<file path="config.mk">
export PLATFORM = sky130hd
export DESIGN_NAME = stepper_ramp_pulse_controller_unit
export DESIGN_NICKNAME = d
export VERILOG_FILES = /design/src/design/spr_pkg.sv /design/src/design/stepper_ramp_pulse_controller_unit.sv /design/src/design/spr_dp.sv /design/src/design/spr_ctrl.sv
export SDC_FILE = /design/constraint.sdc
export NUM_CORES = 1
export LEC_CHECK = 0
export BUFFER_PORTS_ARGS = -buffer_cell sky130_fd_sc_hd__clkbuf_2
export CORE_MARGIN = 3
export CORE_UTILIZATION = 45
export DETAILED_ROUTE_END_ITERATION = 8
export GPL_TIMING_DRIVEN = 1
export PLACE_DENSITY = 0.7
export SYNTH_ARGS = -nofsm -noshare
export SYNTH_HDL_FRONTEND = slang
export SYNTH_SLANG_ARGS = --single-unit
</file>
<file path="constraint.sdc">
create_clock -name clk -period 5.9 [get_ports clk]
set_input_delay 0.59 -clock clk [delete_from_list [all_inputs] [get_ports clk]]
set_output_delay 0.59 -clock clk [all_outputs]
set_load 0.02 [all_outputs]
</file>
<file path="src/design/spr_pkg.sv">
// ----------------------------------------------------------------------------
// spr_pkg
// Shared types and constants for the stepper ramp pulse controller.
// ----------------------------------------------------------------------------
package spr_pkg;

	localparam logic [11:0] FREQ_MIN     = 12'd500;
	localparam logic [11:0] FREQ_MAX     = 12'd3000;
	localparam logic [11:0] FREQ_RESET   = 12'd2000;
	localparam int          DIV_BITS     = 17;
	localparam int          DIV_IDX_W    = $clog2(DIV_BITS);
	localparam logic [DIV_BITS-1:0] TIMER_BASE = 17'd100000;
	localparam logic [31:0] TARGET_RESET = 32'd10000000;
	localparam logic [6:0]  STEP_RESET   = 7'd5;

	localparam logic [2:0] CMD_TICK  = 3'd0;
	localparam logic [2:0] CMD_SET   = 3'd1;
	localparam logic [2:0] CMD_START = 3'd2;
	localparam logic [2:0] CMD_STOP  = 3'd3;
	localparam logic [2:0] CMD_CLEAR = 3'd4;
	localparam logic [2:0] CMD_POLL  = 3'd5;

	localparam logic REG_TARGET = 1'b0;
	localparam logic REG_STEP   = 1'b1;

	typedef struct packed {
		logic [2:0]  cmd;
		logic [15:0] speed_hz;
	} in_word_t;

	typedef struct packed {
		logic [7:0]  reload_value;
		logic [6:0]  compare_value;
		logic [11:0] current_freq;
		logic        is_running;
		logic        is_ramping;
		logic [31:0] pulses_sent;
		logic        reached;
	} out_word_t;

	typedef enum logic [1:0] {
		S_IDLE,
		S_EXEC,
		S_DIV,
		S_OUT
	} state_t;

	typedef struct packed {
		logic take;
		logic exec;
		logic div_step;
		logic load_out;
	} ctl_t;

	typedef struct packed {
		logic div_last;
	} sts_t;

endpackage

</file>
<file path="src/design/stepper_ramp_pulse_controller_unit.sv">
// ----------------------------------------------------------------------------
// stepper_ramp_pulse_controller_unit
// Step-pulse frequency controller with linear ramp and register port.
// ----------------------------------------------------------------------------
// Each input word is one command (tick, set speed, start, stop, clear count,
// poll) and yields one result word with the timer reload and compare values,
// present frequency, flags, pulse count and reached flag. A command passes
// from accept to result in order: latch the word, update the motor state,
// run the bit-serial divide of 100000 by the frequency, then load the result
// register, which waits while a held result is stalled. A new word is taken
// as soon as the previous one has been moved into the result register.
// ----------------------------------------------------------------------------
module stepper_ramp_pulse_controller_unit import spr_pkg::*; (
	input  logic        clk,
	input  logic        arst_n,
	input  logic        in_valid,
	output logic        in_stall,
	input  in_word_t    in_word,
	output logic        out_valid,
	input  logic        out_stall,
	output out_word_t   out_word,
	input  logic        psel,
	input  logic        penable,
	input  logic        pwrite,
	input  logic [2:0]  paddr,
	input  logic [31:0] pwdata,
	output logic [31:0] prdata,
	output logic        pready
);

	logic [31:0] target_q;
	logic [6:0]  step_q;
	ctl_t        ctl;
	sts_t        sts;

	assign pready = 1'b1;

	always_ff @(posedge clk or negedge arst_n) begin
		if (!arst_n) begin
			target_q <= TARGET_RESET;
			step_q   <= STEP_RESET;
		end else if (psel && penable && pwrite) begin
			unique case (paddr[2])
				REG_TARGET: target_q <= pwdata;
				REG_STEP:   step_q   <= pwdata[6:0];
				default: ;
			endcase
		end
	end

	always_comb begin
		unique case (paddr[2])
			REG_TARGET: prdata = target_q;
			REG_STEP:   prdata = {25'd0, step_q};
			default:    prdata = '0;
		endcase
	end

	spr_ctrl u_ctrl (
		.clk       (clk),
		.arst_n    (arst_n),
		.in_valid  (in_valid),
		.in_stall  (in_stall),
		.out_valid (out_valid),
		.out_stall (out_stall),
		.sts       (sts),
		.ctl       (ctl)
	);

	spr_dp u_dp (
		.clk       (clk),
		.arst_n    (arst_n),
		.in_word   (in_word),
		.target    (target_q),
		.ramp_step (step_q),
		.ctl       (ctl),
		.sts       (sts),
		.out_word  (out_word)
	);

endmodule

</file>
<file path="src/design/spr_dp.sv">
// ----------------------------------------------------------------------------
// spr_dp
// Datapath: command latch, motor state, serial period divider, result word.
// ----------------------------------------------------------------------------
module spr_dp import spr_pkg::*; (
	input  logic        clk,
	input  logic        arst_n,
	input  in_word_t    in_word,
	input  logic [31:0] target,
	input  logic [6:0]  ramp_step,
	input  ctl_t        ctl,
	output sts_t        sts,
	output out_word_t   out_word
);

	logic [2:0]           cmd_q;
	logic [15:0]          speed_q;
	logic                 running_q, ramping_q, reached_q, reach_out_q;
	logic [11:0]          freq_q, goal_q, last_q;
	logic [31:0]          count_q;
	logic [11:0]          rem_q;
	logic [7:0]           quo_q;
	logic [DIV_IDX_W-1:0] bit_q;
	out_word_t            out_q;

	logic        run_n, ramp_n, reach_n, skip;
	logic [11:0] freq_n, goal_n, last_n, spd_c, diff, step_ext;
	logic [12:0] sum;
	logic [31:0] cnt_n;
	logic [12:0] trial;
	logic        fits;

	assign step_ext = {5'd0, ramp_step};
	assign sum      = {1'b0, freq_q} + {6'd0, ramp_step};
	assign diff     = freq_q - goal_q;

	always_comb begin
		if (speed_q < {4'd0, FREQ_MIN})
			spd_c = FREQ_MIN;
		else if (speed_q > {4'd0, FREQ_MAX})
			spd_c = FREQ_MAX;
		else
			spd_c = speed_q[11:0];
	end

	always_comb begin
		run_n   = running_q;
		ramp_n  = ramping_q;
		reach_n = reached_q;
		freq_n  = freq_q;
		goal_n  = goal_q;
		last_n  = last_q;
		cnt_n   = count_q;
		skip    = 1'b0;
		case (cmd_q)
			CMD_TICK: begin
				if (running_q) begin
					cnt_n = count_q + 32'd1;
					if (ramping_q) begin
						if (freq_q < goal_q) begin
							freq_n = (sum > {1'b0, goal_q}) ? goal_q : sum[11:0];
						end else if (freq_q > goal_q) begin
							freq_n = (diff < step_ext) ? goal_q : freq_q - step_ext;
						end
						if (freq_n == goal_q) begin
							ramp_n = 1'b0;
							if (goal_q == FREQ_MIN) begin
								run_n = 1'b0;
								skip  = 1'b1;
							end
						end
					end
					if (!skip && !reached_q && cnt_n >= target)
						reach_n = 1'b1;
				end
			end
			CMD_SET: begin
				last_n = spd_c;
				if (running_q) begin
					goal_n = spd_c;
					ramp_n = 1'b1;
				end else begin
					freq_n = spd_c;
				end
			end
			CMD_START: begin
				if (!running_q) begin
					run_n  = 1'b1;
					freq_n = FREQ_MIN;
					goal_n = last_q;
					ramp_n = 1'b1;
				end
			end
			CMD_STOP: begin
				if (running_q) begin
					goal_n = FREQ_MIN;
					ramp_n = 1'b1;
				end
			end
			CMD_CLEAR: cnt_n = '0;
			default: ;
		endcase
	end

	// restoring division of the timer base by the present frequency
	assign trial = {rem_q, TIMER_BASE[bit_q]};
	assign fits  = trial >= {1'b0, freq_q};
	assign sts.div_last = (bit_q == '0);

	always_ff @(posedge clk or negedge arst_n) begin
		if (!arst_n) begin
			running_q <= 1'b0;
			ramping_q <= 1'b0;
			reached_q <= 1'b0;
			freq_q    <= FREQ_RESET;
			goal_q    <= FREQ_RESET;
			last_q    <= FREQ_RESET;
			count_q   <= '0;
		end else if (ctl.exec) begin
			running_q <= run_n;
			ramping_q <= ramp_n;
			reached_q <= (cmd_q == CMD_POLL) ? 1'b0 : reach_n;
			freq_q    <= freq_n;
			goal_q    <= goal_n;
			last_q    <= last_n;
			count_q   <= cnt_n;
		end
	end

	always_ff @(posedge clk) begin
		if (ctl.take) begin
			cmd_q   <= in_word.cmd;
			speed_q <= in_word.speed_hz;
		end
		if (ctl.exec) begin
			reach_out_q <= reach_n;
			rem_q       <= '0;
			quo_q       <= '0;
			bit_q       <= DIV_IDX_W'(DIV_BITS - 1);
		end else if (ctl.div_step) begin
			rem_q <= fits ? 12'(trial - {1'b0, freq_q}) : trial[11:0];
			quo_q <= {quo_q[6:0], fits};
			bit_q <= bit_q - 1'b1;
		end
		if (ctl.load_out) begin
			out_q.reload_value  <= quo_q - 8'd1;
			out_q.compare_value <= quo_q[7:1];
			out_q.current_freq  <= freq_q;
			out_q.is_running    <= running_q;
			out_q.is_ramping    <= ramping_q;
			out_q.pulses_sent   <= count_q;
			out_q.reached       <= reach_out_q;
		end
	end

	assign out_word = out_q;

endmodule

</file>
<file path="src/design/spr_ctrl.sv">
// ----------------------------------------------------------------------------
// spr_ctrl
// Controller: sequences accept, execute, divide and result handoff.
// ----------------------------------------------------------------------------
module spr_ctrl import spr_pkg::*; (
	input  logic clk,
	input  logic arst_n,
	input  logic in_valid,
	output logic in_stall,
	output logic out_valid,
	input  logic out_stall,
	input  sts_t sts,
	output ctl_t ctl
);

	state_t state_q, state_n;
	logic   out_valid_q;

	always_ff @(posedge clk or negedge arst_n) begin
		if (!arst_n) begin
			state_q     <= S_IDLE;
			out_valid_q <= 1'b0;
		end else begin
			state_q <= state_n;
			if (ctl.load_out)
				out_valid_q <= 1'b1;
			else if (!out_stall)
				out_valid_q <= 1'b0;
		end
	end

	always_comb begin
		state_n  = state_q;
		ctl      = '0;
		in_stall = 1'b1;
		unique case (state_q)
			S_IDLE: begin
				in_stall = 1'b0;
				if (in_valid) begin
					ctl.take = 1'b1;
					state_n  = S_EXEC;
				end
			end
			S_EXEC: begin
				ctl.exec = 1'b1;
				state_n  = S_DIV;
			end
			S_DIV: begin
				ctl.div_step = 1'b1;
				if (sts.div_last)
					state_n = S_OUT;
			end
			S_OUT: begin
				if (!out_valid_q || !out_stall) begin
					ctl.load_out = 1'b1;
					state_n      = S_IDLE;
				end
			end
			default: state_n = S_IDLE;
		endcase
	end

	assign out_valid = out_valid_q;

endmodule
</file>
; ---- Word level (Yosys, flattened, before mapping)
; Memory sizes are Yosys's and may differ from the RTL's. A register that Yosys moved wholly into a read port is not among the register bits.
; Index checks and enable logic that the tools add are counted.
[totals]
regBits = 220
mem_bits_ro = 32
elab_cells = 148
n_memories = 1
[op_classes]
addsub = 7
order_cmp = 9
n_eq_ne = 21
n_mux = 58
n_bitwise = 1
n_reduce_logical = 27
[memory_table]
columns = name, depth, width, rd, rd_ports_with_merged_regs, wr, line
row1 = (name not given), 32, 1, 1, 1, 0, spr_dp.sv:106  ; assign trial = {rem_q, TIMER_BASE[bit_q]};
[op_table]
columns = operator, n
row1 = two-way mux 12 bit, 17
row2 = one-hot mux 32 bit (2 select lines), 2
row3 = one-hot mux 12 bit (3 select lines), 2
row4 = adder 32 x 1 -> 32 bit (second input constant), 1
row5 = greater-or-equal comparator 32 bit, 1
row6 = two-way mux 32 bit, 1
row7 = two-way mux 1 bit, 28
row8 = subtractor 12 bit, 2
row9 = greater-than comparator 16 x 12 -> 1 bit (second input constant), 1
row10 = less-than comparator 16 x 9 -> 1 bit (second input constant), 1
row11 = != test 2 x 1 -> 1 bit (second input constant), 7
row12 = adder 12 x 7 -> 13 bit, 1
row13 = greater-or-equal comparator 13 x 12 -> 1 bit, 1
row14 = greater-than comparator 13 x 12 -> 1 bit, 1
row15 = == test 12 bit, 1
row16 = == test 12 x 9 -> 1 bit (second input constant), 1
row17 = greater-than comparator 12 bit, 1
row18 = less-than comparator 12 bit, 1
row19 = less-than comparator 12 x 7 -> 1 bit, 1
row20 = subtractor 12 x 7 -> 12 bit, 1
row21 = two-way mux 5 bit, 2
row22 = AND reduction 5 bit, 2
row23 = nonzero test 3 bit, 3
row24 = != test 2 bit (second input constant), 4
row25 = other kinds (24), 40

; ---- Depth between registers and ports, before layout
; Gate-level depths: netlist (run 1).
[logic_depth]
word_depth = 20
ltp_mapped = 20

; ---- Modules after synthesis
; A second synthesis (run 1) with hierarchy kept.
[hier_totals]
cells_unflattened = 1401
hier_area_um2 = 13875.8
[modules_own_cells]
columns = mod, n_inst, cells_per_inst, area_each_um2, seq_area_each_um2
row1 = spr_dp, 1, 1260, 11785.1, 4782.1
row2 = stepper_ramp_pulse_controller_unit, 1, 121, 1868.0, 988.4
row3 = spr_ctrl, 1, 20, 222.7, 75.1

; ---- Least setup slack after synthesis (run 1)
; Ideal clock, no wire load.
[synth_timing]
path_type = input to register
from = input out_stall
to = register u_dp.out_q, in the netlist u_dp.out_word[0] (enable)
setup_ns = 0.576
t_arrival_ns = 5.116
required_time_ns = 5.324
setup_slack_ns = 0.208
path_stages = 1
path_buffers = 0
path_cell_list = a21boi_0
[synth_via]
elab_chain_cells = 4
[synth_lines]
columns = item, line
row1 = start: declaration, stepper_ramp_pulse_controller_unit.sv:20  ; input logic out_stall,
row2 = logical NOT 1 bit, --
row3 = logical OR 1 bit, spr_ctrl.sv:54  ; if (!out_valid_q || !out_stall) begin
row4 = two-way mux 1 bit, spr_ctrl.sv:54
row5 = two-way mux 1 bit, spr_ctrl.sv:36  ; unique case (state_q)
row6 = end: declaration, spr_dp.sv:24  ; out_word_t out_q;
; No other way between the ends.
; A chain may end at the register's enable or synchronous reset.

; ---- Final worst setup path (run 1)
[layout_timing]
from = register u_dp.freq_q[0]
to = register u_dp.reach_out_q (data pin)
[layout_via]
elab_chain_cells = 19
elab_cells_between_ends = 25
[layout_lines]
columns = item, line
row1 = start: declaration, spr_dp.sv:19  ; logic [11:0] freq_q, goal_q, last_q;
row2 = start signal: assignment, spr_dp.sv:123  ; freq_q <= freq_n;
row3 = subtractor 12 bit, spr_dp.sv:35  ; assign diff = freq_q - goal_q;
row4 = less-than comparator 12 x 7 -> 1 bit, spr_dp.sv:63  ; freq_n = (diff < step_ext) ? goal_q : freq_q - step_ext;
row5 = two-way mux 12 bit, spr_dp.sv:63
row6 = two-way mux 12 bit, spr_dp.sv:62  ; end else if (freq_q > goal_q) begin
row7 = two-way mux 12 bit *, spr_dp.sv:60  ; if (freq_q < goal_q) begin
row8 = two-way mux 12 bit *, spr_dp.sv:59  ; if (ramping_q) begin
row9 = two-way mux 12 bit *, spr_dp.sv:57  ; if (running_q) begin
row10 = two-way mux 12 bit *, spr_dp.sv:55  ; case (cmd_q)
row11 = (+3 left out), --
row12 = two-way mux 1 bit *, spr_dp.sv:57
row13 = two-way mux 1 bit *, spr_dp.sv:55
row14 = logical NOT 1 bit *, spr_dp.sv:73  ; if (!skip && !reached_q && cnt_n >= target)
row15 = logical AND 1 bit * (2 in series), spr_dp.sv:73
row16 = two-way mux 1 bit *, spr_dp.sv:73
row17 = two-way mux 1 bit *, spr_dp.sv:57
row18 = two-way mux 1 bit *, spr_dp.sv:55
row19 = named net u_dp.reach_n, spr_dp.sv:26  ; logic run_n, ramp_n, reach_n, skip;
row20 = end signal: assignment, spr_dp.sv:136  ; reach_out_q <= reach_n;
row21 = end: declaration, spr_dp.sv:18  ; logic running_q, ramping_q, reached_q, reach_out_q;
; Mark *: on every way through the listed nets, which the timed path passes. The rest lies on a longest branch. The select of a mux whose other input is x is not followed.

==> results_dict.tcl, run 1 <==
set metrics [dict create \
    grt.total_usage 0.229 \
    finalNetCount 1796 \
    max_freq_ghz 0.184 \
    synth_area_um2 14300 \
    period_share 0.919 \
    io_pins 158 \
    cts_max_level 1 \
    synth_nets 1676 \
    crit_required_ps 6160 \
    cts_resized 0 \
    crit_start "u_dp.freq_q[0]$_DFFE_PN0P_" \
    end_kind "flip-flop" \
    antenna_found_initial 1 \
    clkSlewWorstSetupHoldPaths_ps 70 \
    critPathKind "reg -> reg" \
    crit_top_cell "a2111o_1" \
    ys_ff_latch 221 \
    fin_skew_ps 15.4 \
    cts_hold_buf 0 \
    drive_above_1_share 0.189 \
    register_area_um2 5850 \
    setup_viol_count_final 0 \
    cp_top_family "compound AO/OA/AOI/OAI gates" \
    multi_input_area_um2 7690 \
    die_area_um2 33900 \
    cts.sinks 221 \
    ant_nets 0 \
    areaGrowthSynthToFinish_pct 12.8 \
    fin_setup_tns_ps 0 \
    drt_iter0_markers 1107 \
    clockRootBuffer "clkbuf_16" \
    yosysWarnings 0 \
    start_util 0.462 \
    power.density_nw_per_um2 616 \
    leakage_nw 7.07 \
    grt-ovfl-total 0 \
    peakVddDrop_mv 0.260 \
    grt_max_degree 63 \
    fillers 2829 \
    cts_buffers 24 \
    status "completed" \
    std_cell_rows 64 \
    synth_cell_type_count 100 \
    worstMarginPinSlew_ps 1130 \
    crit_arrival_ps 5680 \
    cts_tree "built" \
    cp_cell_sequence "ha_1 -> inv_1 -> fa_1 -> nor2_1 -> o221ai_1 -> a2111o_1 -> a32oi_1 -> ha_1 -> a2111o_1 -> a21oi_1 -> a211o_1 -> nand3_1 -> o211ai_1 -> o32ai_1 -> a2111o_1 -> nor4b_2 -> nor2_1" \
    rr_worst_depth 17 \
    hold_viol_final 0 \
    io_buffers 154 \
    max_cap_viol_count 0 \
    routed_wl_mm 39.8 \
    first_pass_iters 6 \
    die_w_um 184 \
    die_h_um 184 \
    grt_pass1_vias 11500 \
    avgSynthCellArea_um2 9.42 \
    cpPeakStageDelay_ps 540 \
    grt_pass1_wl_mm 62.0 \
    postCtsSetupRepairBufs 0 \
    maxSlewViolCount 0 \
    slew_headroom 0.248 \
    placed_area_um2 15300 \
    synth_cells 1514 \
    synth_seq_area_share 0.410 \
    reg2reg_to "u_dp.reach_out_q$_DFFE_PP_" \
    r2r_slack_ps 480 \
    clockBufferDepth 3 \
    avgRoutedWirePerCell_um 19.5 \
    timing.rr.start "u_dp.freq_q[0]$_DFFE_PN0P_" \
    finalInstanceArea_um2 16100 \
    cp.buffers_inverters 1 \
    clkLatencyLatePin_ps 520 \
    rsz0062_at_grt "false" \
    n_antenna_cell 0 \
    synth-edff-count 82 \
    gp_congestion 0.961 \
    drcViolationCount 0 \
    vias 12200 \
    critical_path.max_fanout 7 \
    crit_path_start_kind "flip-flop" \
    hpwl_mm 29.9 \
    worstHoldPathType "in -> async" \
    synthArstFlopShare 0.511 \
    timing.final.crit_period_ps 5420 \
    yosys_most_used_dff "dfrtp_1" \
    viasPerCell 5.96 \
    crit_slowest_cell "dfrtp_1" \
    core_area_um2 30900 \
]
==> metrics by stage <==
step                      hold WS [ps]  utilization  setup WS, ps  cells  total power, mW
after detailed placement           415        0.495           622   2004             8.34
final                              128        0.521           479   2048             9.91
after global placement             407        0.495           616   2004             8.23
after CTS                          145        0.521           586   2048             9.87
after floorplan                    294            -           208   1514             6.81
after global routing               167        0.521           213   2048             10.7
==> layout by cell type, fill, tap and decap left out, types with 16 or more instances in the layout <==
master       n
nor2_1     154
clkbuf_2   153
nand2_1    120
o21ai_0    109
ha_1        97
inv_1       96
dfrtp_1     85
edfxtp_1    82
a21oi_1     74
xnor2_1     46
nand3_1     43
mux2_2      41
xor2_1      29
dfstp_2     28
dfxtp_1     26
clkbuf_16   24
nor3_1      23
a211oi_1    23
nand2b_1    22
buf_4       20
and3_1      19
a31oi_1     18
nand4_1     17
mux2i_1     17
o31ai_1     16
a21o_1      16
==> power breakdown <==
| group | internal (mW) | leakage (nW) | switching (mW) |
|---|---|---|---|
| combinational | 2.23 | 4.37 | 3.60 |
| sequential | 2.15 | 2.33 | 0.443 |
| clock | 0.870 | 0.374 | 0.618 |
==> cell families (layout without fill, tap and decap cells) <==
kind of cell	Yosys count	count (layout)	share of synthesized area
multiplexers	59	59	0.0453
XOR/XNOR	76	76	0.0476
other	1	1	0.000263
flip-flops	221	221	0.410
buffers and inverters	178	316	0.0536
AND/OR/NAND/NOR	484	484	0.163
adder cells (fa/ha/maj)	101	101	0.0907
AO/OA/AOI/OAI	394	394	0.189
==> final cells by class <==
type	instances	share of cell area
Sequential cell	221	0.363
Tap cell	396	0.0308
Clock inverter	11	0.00785
Inverter	99	0.0231
Clock buffer	33	0.0407
Timing Repair Buffer	173	0.0569
Multi-Input combinational cell	1115	0.478
==> Yosys cell counts, types with 16 or more instances <==
cell type	instances	area (um^2)
a211oi_1	23	173
a21o_1	16	120
a21oi_1	74	370
a31oi_1	18	113
and3_1	19	119
clkbuf_1	60	225
dfrtp_1	85	2130
dfstp_2	28	736
dfxtp_1	26	521
edfxtp_1	82	2460
ha_1	97	1210
inv_1	96	360
mux2_2	41	462
mux2i_1	17	170
nand2_1	120	450
nand2b_1	22	138
nand3_1	43	215
nand4_1	17	106
nor2_1	154	578
nor3_1	24	120
o21ai_0	109	546
o31ai_1	16	120
xnor2_1	46	403
xor2_1	29	254
==> worst register-to-register path, stage by stage (launching register included) <==
cell and delay [ps]:
dfrtp_1 540, ha_1 240, inv_1 60, fa_1 430, nor2_1 120, o221ai_1 350
a2111o_1 480, a32oi_1 390, ha_1 350, a2111o_1 380, a21oi_1 270, a211o_1 290
nand3_1 140, o211ai_1 180, o32ai_1 140, a2111o_1 430, nor4b_2 300, nor2_1 70
==> state kept, by name, summed over array words and instances (netlist names), 2 cells and up <==
| name | cells |
|---|---|
| target_q | 32 |
| u_dp.out_word | 62 |
| u_ctrl.state_q | 2 |
| u_dp.rem_q | 12 |
| u_dp.goal_q | 12 |
| step_q | 7 |
| u_dp.cmd_q | 3 |
| u_dp.bit_q | 5 |
| u_dp.count_q | 32 |
| u_dp.last_q | 12 |
| u_dp.speed_q | 16 |
| u_dp.quo_q | 8 |
| u_dp.freq_q | 12 |
==> layer usage <==
| metal | global-route usage | share of wire | vias up |
|---|---|---|---|
| li1 | - | - | 5779 |
| met1 | 0.322 | 0.45 | 5862 |
| met2 | 0.362 | 0.45 | 458 |
| met3 | 0.0309 | 0.059 | 112 |
| met4 | 0.0841 | 0.041 | 2 |
| met5 | 0 | 0.00033 | - |
==> how the worst max path moves through the flow <==
| stage | end | slack, ps | cells after the start |
|---|---|---|---|
| 2_1_floorplan | u_dp.out_word[0]$_DFFE_PP_ | 210 | 1 |
| 3_3_place_gp | u_dp.reach_out_q$_DFFE_PP_ | 620 | 17 |
| 3_5_place_dp | u_dp.reach_out_q$_DFFE_PP_ | 620 | 17 |
| 4_1_cts | u_dp.reach_out_q$_DFFE_PP_ | 590 | 17 |
| 5_1_grt | u_dp.reach_out_q$_DFFE_PP_ | 210 | 17 |
| 6_report | u_dp.reach_out_q$_DFFE_PP_ | 480 | 17 |
No activity file was read; power rests on OpenSTA's default activity.
==> run 2: changes to the inputs <==
--- a/config.mk
+++ b/config.mk
@@ -6,11 +6,14 @@
 export NUM_CORES = 1
 export LEC_CHECK = 0
 export BUFFER_PORTS_ARGS = -buffer_cell sky130_fd_sc_hd__clkbuf_2
+export CELL_PAD_IN_SITES_DETAIL_PLACEMENT = 1
+export CELL_PAD_IN_SITES_GLOBAL_PLACEMENT = 1
 export CORE_MARGIN = 3
-export CORE_UTILIZATION = 45
+export CORE_UTILIZATION = 42
 export DETAILED_ROUTE_END_ITERATION = 8
 export GPL_TIMING_DRIVEN = 1
-export PLACE_DENSITY = 0.7
+export PLACE_DENSITY = 0.82
+export SLEW_MARGIN = 0
 export SYNTH_ARGS = -nofsm -noshare
 export SYNTH_HDL_FRONTEND = slang
 export SYNTH_SLANG_ARGS = --single-unit
==> run 2 against run 1 <==
- utilization decreased by 2.7 points
- global-route usage increased by 1.7 points
- fmax increased by 2.9%
- sequential power about the same
- highest routed layer is now met4
- largest cell class unchanged
- critical path depth unchanged
- clock power increased by 12%
- first-iteration DRC count decreased by 25%
- worst hold slack got worse by 21 ps
==> results_dict.tcl, run 2 (same netlist as run 1, synthesis figures left out) <==
set metrics [dict create \
    hpwl_mm 33.6 \
    drcViolationCount 0 \
    busiest_layer "met2" \
    std_cell_rows 66 \
    crit_required_ps 6180 \
    largest_reg_flops 62 \
    worstHoldPathType "in -> async" \
    finalNetCount 1804 \
    ant_nets 0 \
    cpPeakStageDelay_ps 520 \
    routed_wl_mm 45.4 \
    cp.buffers_inverters 1 \
    max_freq_ghz 0.190 \
    antenna_found_initial 0 \
    setup_viol_count_final 0 \
    leakage_nw 7.16 \
    cts_buffers 26 \
    layout_setup_ws_ps 631 \
    cts_hold_buf 0 \
    max_cap_viol_count 0 \
    grt_pass1_wl_mm 71.4 \
    status "completed" \
    die_w_um 190 \
    crit_path_start_kind "flip-flop" \
    worstMarginPinSlew_ps 1040 \
    mostFrequentLayoutCells "nor2_1, clkbuf_2, nand2_1" \
    critPathKind "reg -> reg" \
    cp_top_family "compound AO/OA/AOI/OAI gates" \
    maxSlewViolCount 0 \
    grt_pass1_vias 13000 \
    avgRoutedWirePerCell_um 21.6 \
    fin_setup_tns_ps 0 \
    cts.sinks 221 \
    timing.final.crit_period_ps 5270 \
    fillers 3866 \
    vias 12300 \
    fin_skew_ps 12.4 \
    start_util 0.432 \
    first_pass_iters 5 \
    clkLatencyLatePin_ps 540 \
    placed_area_um2 15400 \
    grt-ovfl-total 0 \
    grt_max_degree 63 \
    clockRootBuffer "clkbuf_16" \
    met2_usage 0.416 \
    grt.total_usage 0.246 \
    critical_path.max_fanout 7 \
    cts_tree "built" \
    pre_cts_ws_ps 744 \
    peakVddDrop_mv 0.304 \
    io_pins 158 \
    postCtsSetupRepairBufs 0 \
    io_buffers 154 \
    viasPerCell 5.87 \
    gp_congestion 0.935 \
    cp_cell_sequence "inv_1 -> ha_1 -> nand2b_1 -> a2111o_1 -> a31oi_1 -> xnor2_1 -> ha_1 -> nand4_1 -> nor2_1 -> o31ai_1 -> a211oi_4 -> nor2_2 -> a22o_1 -> mux2_4 -> a2111o_1 -> nor4b_2 -> nor2_1" \
    cts_max_level 1 \
    grt_util_met3 0.0460 \
    end_kind "flip-flop" \
    crit_slowest_cell "a31oi_1" \
    final_common_cell "nor2_1" \
    drt_iter0_markers 829 \
    core_area_um2 33000 \
    cts_resized 0 \
    drive_above_1_share 0.195 \
    hold_viol_final 0 \
    slew_headroom 0.307 \
    clkSlewWorstSetupHoldPaths_ps 60 \
    die_area_um2 36200 \
    crit_arrival_ps 5550 \
    use_met1 0.317 \
    areaGrowthSynthToFinish_pct 14.3 \
    finalInstanceArea_um2 16300 \
    rsz0062_at_grt "false" \
    die_h_um 190 \
    period_share 0.893 \
    power.density_nw_per_um2 632 \
    clockBufferDepth 3 \
    n_antenna_cell 0 \
]
[run 2: cell types whose count changed in the layout (fill, tap and decap cells not counted), sizes merged]
cell	change
inv	-2
buf	+6
clkinv	+6
bufinv	+2
clkbuf	-2
[run 2: metrics by stage]
step | util | cells | power, mW | hold slack (ps)
CTS | 0.494 | 2104 | 10.3 | 138
finish | 0.494 | 2104 | 10.3 | 107
global route | 0.494 | 2104 | 11.1 | 147
global placement | 0.467 | 2056 | 8.29 | 406
detailed placement | 0.467 | 2056 | 8.50 | 419
floorplan | - | 1514 | 6.81 | 294
[run 2: power by group]
group          total (mW)  switching, mW  leakage (nW)  internal [mW]
registers            2.59          0.439          2.33           2.15
clock network        1.67          0.665         0.429           1.00
logic                6.06           3.80          4.39           2.26
[run 2: worst paths after layout]
| path | from | endpoint | slack (ps) | cells after the start |
|---|---|---|---|---|
| worst max-delay path | step_q[1]$_DFFE_PN0P_ | u_dp.reach_out_q$_DFFE_PP_ | 630 | 17 |
| worst min-delay path | arst_n | step_q[4]$_DFFE_PN0P_ | 110 | 1 |
| worst max register to register | step_q[1]$_DFFE_PN0P_ | u_dp.reach_out_q$_DFFE_PP_ | 630 | 17 |
| worst min register to register | u_dp.reach_out_q$_DFFE_PP_ | u_dp.out_word[0]$_DFFE_PP_ | 430 | 0 |
| max in group asynchronous | arst_n | u_dp.count_q[2]$_DFFE_PN0P_ | 4450 | 2 |
| min in group clk | in_word[18] | u_dp.cmd_q[2]$_DFFE_PP_ | 230 | 1 |
[run 2: worst reg2reg max path, cell delays in order (launching register included)]
cell	delay, ps
dfrtp_1	400
inv_1	200
ha_1	280
nand2b_1	190
a2111o_1	490
a31oi_1	520
xnor2_1	200
ha_1	360
nand4_1	150
nor2_1	130
o31ai_1	150
a211oi_4	390
nor2_2	170
a22o_1	230
mux2_4	250
a2111o_1	500
nor4b_2	320
nor2_1	70
[run 2: metal layers]
layer,part of all wire,up-vias
li1,-,5769
met1,0.43,6156
met3,0.056,87
met4,0.036,0
met5,0,-
met2,0.48,332
[run 2: cell type report]
cell class,count,area (um^2),share of cell area
repair buffers,179,961,0.0589
clock buffers,31,679,0.0417
well taps,442,553,0.0339
inverters,99,372,0.0228
flip-flops and latches,221,5850,0.359
multi-input cells,1115,7690,0.471
clock inverters,17,209,0.0128
